$ cat src/sv/ipv4p_pkg.sv
// ----------------------------------------------------------------------------
// ipv4p_pkg
// Codes and character classes shared by the dotted-address parser and its
// checker.
// ----------------------------------------------------------------------------
package ipv4p_pkg;

	localparam int ChW   = 8;
	localparam int AddrW = 32;

	// Parser phase codes.
	localparam logic [2:0] PH_START  = 3'd0;
	localparam logic [2:0] PH_ZERO   = 3'd1;
	localparam logic [2:0] PH_DIGITS = 3'd2;
	localparam logic [2:0] PH_DONE   = 3'd3;
	localparam logic [2:0] PH_FAIL   = 3'd4;

	// Radix codes.
	localparam logic [1:0] RX_DEC = 2'd0;
	localparam logic [1:0] RX_OCT = 2'd1;
	localparam logic [1:0] RX_HEX = 2'd2;

	// Characters with a meaning of their own.
	localparam logic [ChW-1:0] CH_NUL  = 8'h00;
	localparam logic [ChW-1:0] CH_ZERO = 8'h30;
	localparam logic [ChW-1:0] CH_DOT  = 8'h2e;
	localparam logic [ChW-1:0] CH_LX   = 8'h78;
	localparam logic [ChW-1:0] CH_UX   = 8'h58;

	// Range limits of the last part, by the number of parts before it.
	localparam logic [AddrW-1:0] LIM_24 = 32'h00ff_ffff;
	localparam logic [AddrW-1:0] LIM_16 = 32'h0000_ffff;
	localparam logic [AddrW-1:0] LIM_8  = 32'h0000_00ff;

	function automatic logic is_dec(input logic [ChW-1:0] c);
		return (c >= 8'h30) && (c <= 8'h39);
	endfunction

	function automatic logic is_space(input logic [ChW-1:0] c);
		return (c == 8'h20) || ((c >= 8'h09) && (c <= 8'h0d));
	endfunction

endpackage

$ cat src/sv/ipv4_dotted_address_parser_core.sv
// ----------------------------------------------------------------------------
// ipv4_dotted_address_parser_core
// Streaming parser of dotted IPv4 address text, one character per item,
// following the classic BSD address-text rules. A NUL character ends the text
// and gives one result: a valid flag and the 32-bit address.
// ----------------------------------------------------------------------------
//  channel | handshake            | payload
//  --------+----------------------+--------------------------------
//  in      | in_valid / in_stall  | ch [7:0]
//  out     | out_valid / out_stall| valid_res, address [31:0]
//
// One character is taken each cycle while no stalled NUL waits in the input
// register. A character passes through the input register, and the parse step
// between that register and the result register updates the state. A NUL
// loads the result register as it leaves the input register.
// Reset clears the valid bits of the input and result registers and the parse
// state.
// Only a NUL waits in the input register while an earlier result is stalled;
// other characters move on whatever the output side does.
// ----------------------------------------------------------------------------
module ipv4_dotted_address_parser_core
	import ipv4p_pkg::*;
(
	input  logic             clk,
	input  logic             arst_n,
	input  logic             in_valid,
	output logic             in_stall,
	input  logic [ChW-1:0]   ch,
	output logic             out_valid,
	input  logic             out_stall,
	output logic             valid_res,
	output logic [AddrW-1:0] address
);

	logic             valid_s1;
	logic [ChW-1:0]   ch_s1;

	logic [2:0]       phase_q, phase_d;
	logic [AddrW-1:0] value_q, value_d;
	logic [1:0]       radix_q, radix_d;
	logic [1:0]       count_q, count_d;
	logic [AddrW-1:0] saved_q [3];
	logic             save_en;

	logic             res_valid_q;
	logic             res_ok_q;
	logic [AddrW-1:0] res_addr_q;

	logic             fire;
	logic             is_nul;
	logic             asm_ok;
	logic [AddrW-1:0] asm_addr;
	logic             end_ok;
	logic [AddrW-1:0] end_addr;
	logic [AddrW-1:0] mul_val;
	logic [3:0]       hex_nib;
	logic             hex_lo, hex_up;
	logic [1:0]       eff_radix;

	assign is_nul   = (ch_s1 == CH_NUL);
	// A NUL needs room in the result register; any other character always moves.
	assign fire     = valid_s1 && (!is_nul || !res_valid_q || !out_stall);
	assign in_stall = valid_s1 && !fire;

	always_ff @(posedge clk or negedge arst_n) begin
		if (!arst_n) begin
			valid_s1 <= 1'b0;
		end else if (in_valid && !in_stall) begin
			valid_s1 <= 1'b1;
		end else if (fire) begin
			valid_s1 <= 1'b0;
		end
	end

	always_ff @(posedge clk) begin
		if (in_valid && !in_stall) begin
			ch_s1 <= ch;
		end
	end

	// Combine the saved parts with the running value.
	always_comb begin
		asm_ok   = 1'b1;
		asm_addr = value_q;
		case (count_q)
			2'd0: begin
				asm_addr = value_q;
			end
			2'd1: begin
				asm_ok   = (value_q <= LIM_24) && (saved_q[0] <= LIM_8);
				asm_addr = value_q | (saved_q[0] << 24);
			end
			2'd2: begin
				asm_ok   = (value_q <= LIM_16) && (saved_q[0] <= LIM_8)
				           && (saved_q[1] <= LIM_8);
				asm_addr = value_q | (saved_q[0] << 24) | (saved_q[1] << 16);
			end
			default: begin
				asm_ok   = (value_q <= LIM_8) && (saved_q[0] <= LIM_8)
				           && (saved_q[1] <= LIM_8) && (saved_q[2] <= LIM_8);
				asm_addr = value_q | (saved_q[0] << 24) | (saved_q[1] << 16)
				           | (saved_q[2] << 8);
			end
		endcase
	end

	// Result of a NUL for the present state.
	always_comb begin
		end_ok   = 1'b0;
		end_addr = '0;
		if ((phase_q == PH_ZERO) || (phase_q == PH_DIGITS)) begin
			end_ok   = asm_ok;
			end_addr = asm_ok ? asm_addr : '0;
		end else if (phase_q == PH_DONE) begin
			end_ok   = 1'b1;
			end_addr = value_q;
		end
	end

	// A leading zero without an x goes on as an octal digit run.
	assign eff_radix = radix_q;
	assign hex_lo    = (ch_s1 >= 8'h61) && (ch_s1 <= 8'h66);
	assign hex_up    = (ch_s1 >= 8'h41) && (ch_s1 <= 8'h46);
	assign hex_nib   = hex_lo ? 4'(ch_s1 - 8'h57) : 4'(ch_s1 - 8'h37);

	always_comb begin
		case (eff_radix)
			RX_HEX:  mul_val = value_q << 4;
			RX_OCT:  mul_val = value_q << 3;
			default: mul_val = (value_q << 3) + (value_q << 1);
		endcase
	end

	always_comb begin
		phase_d = phase_q;
		value_d = value_q;
		radix_d = radix_q;
		count_d = count_q;
		save_en = 1'b0;
		if (is_nul) begin
			phase_d = PH_START;
			value_d = '0;
			radix_d = RX_DEC;
			count_d = '0;
		end else begin
			unique case (phase_q)
				PH_START: begin
					if (!is_dec(ch_s1)) begin
						phase_d = PH_FAIL;
					end else if (ch_s1 == CH_ZERO) begin
						value_d = '0;
						radix_d = RX_OCT;
						phase_d = PH_ZERO;
					end else begin
						value_d = AddrW'(ch_s1 - CH_ZERO);
						radix_d = RX_DEC;
						phase_d = PH_DIGITS;
					end
				end
				PH_DONE, PH_FAIL: begin
				end
				PH_ZERO, PH_DIGITS: begin
					if ((phase_q == PH_ZERO) && ((ch_s1 == CH_LX) || (ch_s1 == CH_UX))) begin
						radix_d = RX_HEX;
						phase_d = PH_DIGITS;
					end else begin
						phase_d = PH_DIGITS;
						if (is_dec(ch_s1)) begin
							value_d = mul_val + AddrW'(ch_s1 - CH_ZERO);
						end else if ((radix_q == RX_HEX) && (hex_lo || hex_up)) begin
							value_d = mul_val | AddrW'(hex_nib);
						end else if (ch_s1 == CH_DOT) begin
							if (count_q == 2'd3) begin
								phase_d = PH_FAIL;
							end else begin
								save_en = 1'b1;
								count_d = count_q + 2'd1;
								value_d = '0;
								radix_d = RX_DEC;
								phase_d = PH_START;
							end
						end else if (is_space(ch_s1)) begin
							if (asm_ok) begin
								value_d = asm_addr;
								phase_d = PH_DONE;
							end else begin
								phase_d = PH_FAIL;
							end
						end else begin
							phase_d = PH_FAIL;
						end
					end
				end
				default: begin
					phase_d = PH_FAIL;
				end
			endcase
		end
	end

	always_ff @(posedge clk or negedge arst_n) begin
		if (!arst_n) begin
			phase_q    <= PH_START;
			value_q    <= '0;
			radix_q    <= RX_DEC;
			count_q    <= '0;
			saved_q[0] <= '0;
			saved_q[1] <= '0;
			saved_q[2] <= '0;
		end else if (fire) begin
			phase_q <= phase_d;
			value_q <= value_d;
			radix_q <= radix_d;
			count_q <= count_d;
			if (is_nul) begin
				saved_q[0] <= '0;
				saved_q[1] <= '0;
				saved_q[2] <= '0;
			end else if (save_en) begin
				saved_q[count_q] <= value_q;
			end
		end
	end

	always_ff @(posedge clk or negedge arst_n) begin
		if (!arst_n) begin
			res_valid_q <= 1'b0;
		end else if (fire && is_nul) begin
			res_valid_q <= 1'b1;
		end else if (!out_stall) begin
			res_valid_q <= 1'b0;
		end
	end

	always_ff @(posedge clk) begin
		if (fire && is_nul) begin
			res_ok_q   <= end_ok;
			res_addr_q <= end_addr;
		end
	end

	assign out_valid = res_valid_q;
	assign valid_res = res_ok_q;
	assign address   = res_addr_q;

endmodule

$ cat config.mk
export PLATFORM = sky130hd
export DESIGN_NAME = ipv4_dotted_address_parser_core
export DESIGN_NICKNAME = d
export VERILOG_FILES = /design/src/sv/ipv4p_pkg.sv /design/src/sv/ipv4_dotted_address_parser_core.sv
export SDC_FILE = /design/constraint.sdc
export NUM_CORES = 1
export LEC_CHECK = 0
export BUFFER_PORTS_ARGS = -buffer_cell sky130_fd_sc_hd__buf_2
export CAP_MARGIN = 20
export CELL_PAD_IN_SITES_DETAIL_PLACEMENT = 0
export CELL_PAD_IN_SITES_GLOBAL_PLACEMENT = 1
export CORE_ASPECT_RATIO = 0.8
export CORE_UTILIZATION = 45
export DETAILED_ROUTE_END_ITERATION = 10
export PLACE_DENSITY = 0.84
export SETUP_SLACK_MARGIN = 0.1
export SLEW_MARGIN = 20
export SYNTH_ARGS = -nofsm -noshare
export SYNTH_HDL_FRONTEND = slang
export SYNTH_SLANG_ARGS = --single-unit
$ cat constraint.sdc
create_clock -name clk -period 6.6 [get_ports clk]
set_clock_uncertainty 0.2 [all_clocks]
set_input_delay 0.33 -clock clk [delete_from_list [all_inputs] [get_ports clk]]
set_output_delay 0.33 -clock clk [all_outputs]
set_load 0.01 [all_outputs]
# == Word level (Yosys, flattened, before mapping) ==
# Index checks and enable logic that the tools add are counted.
# word_totals
ff_bits,178
latch_bits,0
mem_bits_rw,0
romBits,0
output_inout_bits,35
mem_count,0
# classes
add_sub_neg,6
mul,0
n_div,0
magnitude_cmp,16
n_eq_ne,29
shifts,0
n_mux,63
n_bitwise,5
n_reduce_logical,43
# op_table
operator,n
$mux W32,14
$mux W96,2
$le A32 B8 Y1 const B,4
$pmux W32 S2,2
$bwmux W96,1
$or A32 B32 Y32,3
$pmux W32 S3,1
$add A32 B32 Y32,2
$demux W32 S2,1
$le A32 B16 Y1 const B,1
$le A32 B24 Y1 const B,1
$or A32 B4 Y32,1
$mux W2,15
$mux W3,9
$eq A8 B6 Y1 const B,3
$reduce_and A7 Y1,3
$ne A6 B6 Y1 const B,3
$logic_and A1 B1 Y1,17
$eq A8 B7 Y1 const B,2
$ge A8 B7 Y1 const B,2
$le A8 B7 Y1 const B,2
$ne A4 B4 Y1 const B,4
$mux W1,14
$ne A2 B2 Y1 const B,5
30 further kinds,50

# == Depth between registers and ports, before layout ==
# depth
word_depth,13
ltp_mapped,22

# == Least setup slack after synthesis ==
# Ideal clock, no wire load.
# synth_timing
path_kind,reg-to-reg
from,reg value_q[1]
to,reg value_q[31]
t_arrival_ns,4.946
setup_slack_ns,1.335
stages_incl_launch_ff,22
n_path_buf,1
synth_period_minus_slack_ns,5.265
cell_sequence,dfrtp_1 -> ha_1 -> a21o_1 -> a21oi_1 -> o211ai_1 -> a41oi_1 -> o31ai_1 -> a211o_1 -> a311o_2 -> a21oi_2 -> xor2_1 -> a21oi_1 -> ha_1 -> buf_2 -> a21o_1 -> a21o_1 -> a2111oi_0 -> o31ai_1 -> a31oi_1 -> nand3_1 -> a21o_1 -> and3_1
# synth_between
elab_chain_cells,8
elab_cells_between_ends,21
cone_classes,2 x add/sub; 3 x order compare; 1 x eq/ne; 7 x mux; 1 x bitwise; 7 x reduce/logical
# synth_rtl
element,line_no,source
"start, declared",ipv4_dotted_address_parser_core.sv:39,"logic [AddrW-1:0] value_q, value_d;"
"start signal, assigned",ipv4_dotted_address_parser_core.sv:212,value_q <= value_d;
branches (longest 8 deep; another with $add A32 B32 Y32),n/a,
# Several ways; the timed one is not identified. The select of a mux whose other input is x is not followed.
# A chain may end at the register's enable or synchronous reset.

# == Final worst setup path ==
# layout_timing
from,reg value_q[3]
to,reg value_q[31]
# The elaborated chain is that of the path after synthesis.

==> summary.md <==
| Metric | Value |
|---|---|
| Clock buffer count from CTS | `17` |
| Core area | `between 20,000 and 30,000 um^2` |
| Seq/Total Area, Yosys | `between 30% and 40%` |
| GRT overflow | `0` |
| Critical path's most frequent cell | `a21o_1` |
| Yosys cell types | `87` |
| Mean area per synthesized cell | `9.375 um^2` |
| Diodes inserted | `0` |
| H-tree Lvls | `4` |
| DR WL/cell | `around 24 um` |
| Area delta synth->final | `10.27%` |
| Fraction of registers with async set/reset | `76.97%` |
| Max VDD drop | `approximately 0.17 mV` |
| Root Buffer | `clkbuf_16` |
| Critical path class | `register to register` |
| Total Nets Final | `~1,400` |
| Yosys Warn Count | `0` |
| Hold_buf cts | `11` |
| Fraction of layout cells with a size suffix above 1 | `a little under an eighth` |
| Power per cell area | `about 200 nW/um^2` |
| Seq cells post-synth | `178` |
| Post-Route WL | `39,670 um` |
| Maxcap violations | `0` |
| Tmin final | `5.915 ns` |
| Most frequent cell after synthesis | `dfrtp_1` |
| GRT Total Usage | `approximately 30%` |
| RSZ-0062 raised after global routing | `no` |
| Final setup vio count | `0` |
| Via density | `6.550` |
| Worst-path clk slew | `around 0.080 ns` |
| Vias in the first global route | `10,130` |
| Clock latency on the worst-skew pair | `between 0.4 and 0.5 ns` |
| Yosys top cell area share | `~28%` |
| Required time worst endpoint | `between 6 and 7 ns` |
| Starting DRC count in detailed routing | `between 1,500 and 2,000` |
| Port bufs | `46` |
| Syn Std Cell Area | `approximately 12,000 um^2` |
| Final ANT Viol Nets | `0` |
| CTS-repair resized insts | `0` |
| Initial core utilization | `a little under half` |
| CTS tree | `built` |
| Leak Pwr | `between 0.006 and 0.007 uW` |
| Crit path max fanout | `10` |
| Die width | `185.3 um` |
| Syn nets | `~1,400` |
| Worst Setup End Kind | `register` |
| Clock tree sinks | `178` |
| Predominant post-synthesis flop cell | `dfrtp_1` |
| Post-CTS setup buffer count | `0` |
| Hold Fails Final Rpt | `0` |
| I/O Pins | `47` |
| First-pass GRT wire length | `a little over 60,000 um` |
| Slowest cell on crit path | `dfrtp_1` |
| Area leader, netlist | `dfrtp_1` |
| Buf/Inv on CP | `1` |
| Max-slew violation count | `0` |
| Max Root-Sink Buffers | `2` |
| Hold WC Path Type | `primary input to async pin` |
| Final period utilization | `approximately nine tenths` |
| CP cell instances | `ha_1 -> a21o_1 -> a21oi_1 -> o211ai_1 -> a41oi_1 -> o31ai_1 -> a211o_1 -> a311o_2 -> a21oi_2 -> xor2_1 -> a21oi_1 -> ha_1 -> a21o_1 -> a21o_1 -> a2111oi_0 -> buf_4 -> o31ai_1 -> a31oi_1 -> nand3_1 -> a21o_1 -> and3_1` |
| Cell family with most CP delay | `compound AO/OA/AOI/OAI gates` |
| Fmax | `roughly 170 MHz` |
| Top cells by area, synth | `dfrtp_1 28%, edfxtp_1 10%, a22o_1 7.8%` |
| TNS Setup | `0 ns` |
| Std-Cell Rows | `between 50 and 60` |
| Number of synthesized flops with an enable pin | `slightly above 40` |
| Die Area | `roughly 28,000 um^2` |
| Largest net degree at the start of global routing | `between 70 and 80` |
| HPWL Detailed | `about 28,000 um` |
| GP Congestion | `between 0.9 and 1` |
| Antenna violations before repair | `0` |
| Pre-Repair DR Iteration Count | `6` |
| Synth top cells by count | `137 x dfrtp_1, 128 x a21oi_1, 108 x a22o_1` |
| Slowest stage delay, CP | `approximately 0.57 ns` |
| Slew @ Worst Pin | `just over 0.8 ns` |
| Hold slack | `~0.24 ns` |
| Crit path DAT | `about 6.1 ns` |
| DIE HEIGHT | `~150 um` |
| Worst slew margin | `44.45%` |
| Critical Path Start Type | `register` |
| Mapped Cells | `between 1,000 and 1,500` |
| Status | `complete, no violations` |
| Post-route DRC violation count | `0` |
| Detailed-route via count | `between 10,000 and 15,000` |
-- where the power goes --
group	switching, uW	internal, uW	total [uW]
Combinational	282	161	443
Sequential	45.3	1140	1180
Clock	517	555	1070
-- cell usage in the layout, fill, tap and decap left out, types with 8 or more instances in the layout --
cell type	instances
o21a_1	11
o21bai_1	11
nor2_1	80
o211ai_1	8
ha_1	71
a21oi_1	128
nand2_1	93
edfxtp_1	41
o21ai_0	86
o31ai_1	19
and3_1	9
a221oi_1	24
and2_1	15
a31oi_1	15
nand3_1	16
buf_4	32
xor2_1	24
nor3_1	9
dfrtp_1	137
a22oi_1	13
dlygate4sd3_1	11
a22o_1	108
a21o_1	41
xnor2_1	29
clkbuf_16	19
nor4_1	25
buf_2	45
nand2b_1	8
a211oi_1	18
nand4_1	14
inv_1	29
-- per-stage QoR --
step / setup WS (ns) / instances / util, % / instance area (um^2) / total power [uW]
floorplan: 1.335 / 1290 / - / 12090 / 1488
global route: 0.3398 / 1677 / 50.66 / 13340 / 2790
finish: 0.6848 / 1677 / 50.66 / 13340 / 2698
global placement: 0.8505 / 1634 / 47.84 / 12600 / 1618
CTS: 0.7440 / 1677 / 50.64 / 13330 / 2685
detailed placement: 0.7640 / 1634 / 47.85 / 12600 / 1626
-- metal layers --
metal	routed length (um)	GRT usage, %
met3	3688	5.705
met2	16530	41.61
met1	18650	45.65
met4	794	7.107
met5	0	0
-- area by class of cell --
class,count,area [um^2]
sequential,178,4659
clock buffer,19,475.5
timing repair buffer,90,598.1
fill,2383,12990
clock inverter,13,148.9
inverter,30,112.6
tap,357,446.7
multi-input combinational,990,6895
-- final timing paths --
| path | startpoint | endpoint | slack, ns | cells after the start |
|---|---|---|---|---|
| min | arst_n | saved_q[75] | 0.24 | 2 |
| max in group asynchronous | arst_n | value_q[20] | 4.83 | 3 |
| max reg2reg | value_q[3] | value_q[31] | 0.68 | 21 |
| min in group clk | saved_q[30] | saved_q[30] | 0.31 | 1 |
| min reg2reg | saved_q[30] | saved_q[30] | 0.31 | 1 |
| max | value_q[3] | value_q[31] | 0.68 | 21 |
-- logic make-up after synthesis --
kind of cell    synth area share [%]
simple gates                   12.46
xor+xnor                       3.838
mux                           0.4345
buf+inv                        4.655
compound gates                 32.31
flops                          38.53
fa+ha+maj                      7.780
-- worst reg2reg max path: cells and delay by family, from the launching register on --
kind | cells | cell delay (ns)
adder cells (fa/ha/maj) | 2 | 0.71
buffers and inverters | 1 | 0.20
AO/OA/AOI/OAI | 15 | 3.71
XOR/XNOR | 1 | 0.16
AND/OR/NAND/NOR | 2 | 0.25
flip-flops | 1 | 0.57
-- sequential cells by signal (all words and copies together), names as in the netlist --
| register | flops |
|---|---|
| address | 32 |
| ch_s1 | 8 |
| count_q | 2 |
| eff_radix | 2 |
| out_valid | 1 |
| phase_q | 3 |
| saved_q | 96 |
| valid_res | 1 |
| valid_s1 | 1 |
| value_q | 32 |
No activity file was read; power rests on OpenSTA's default activity.
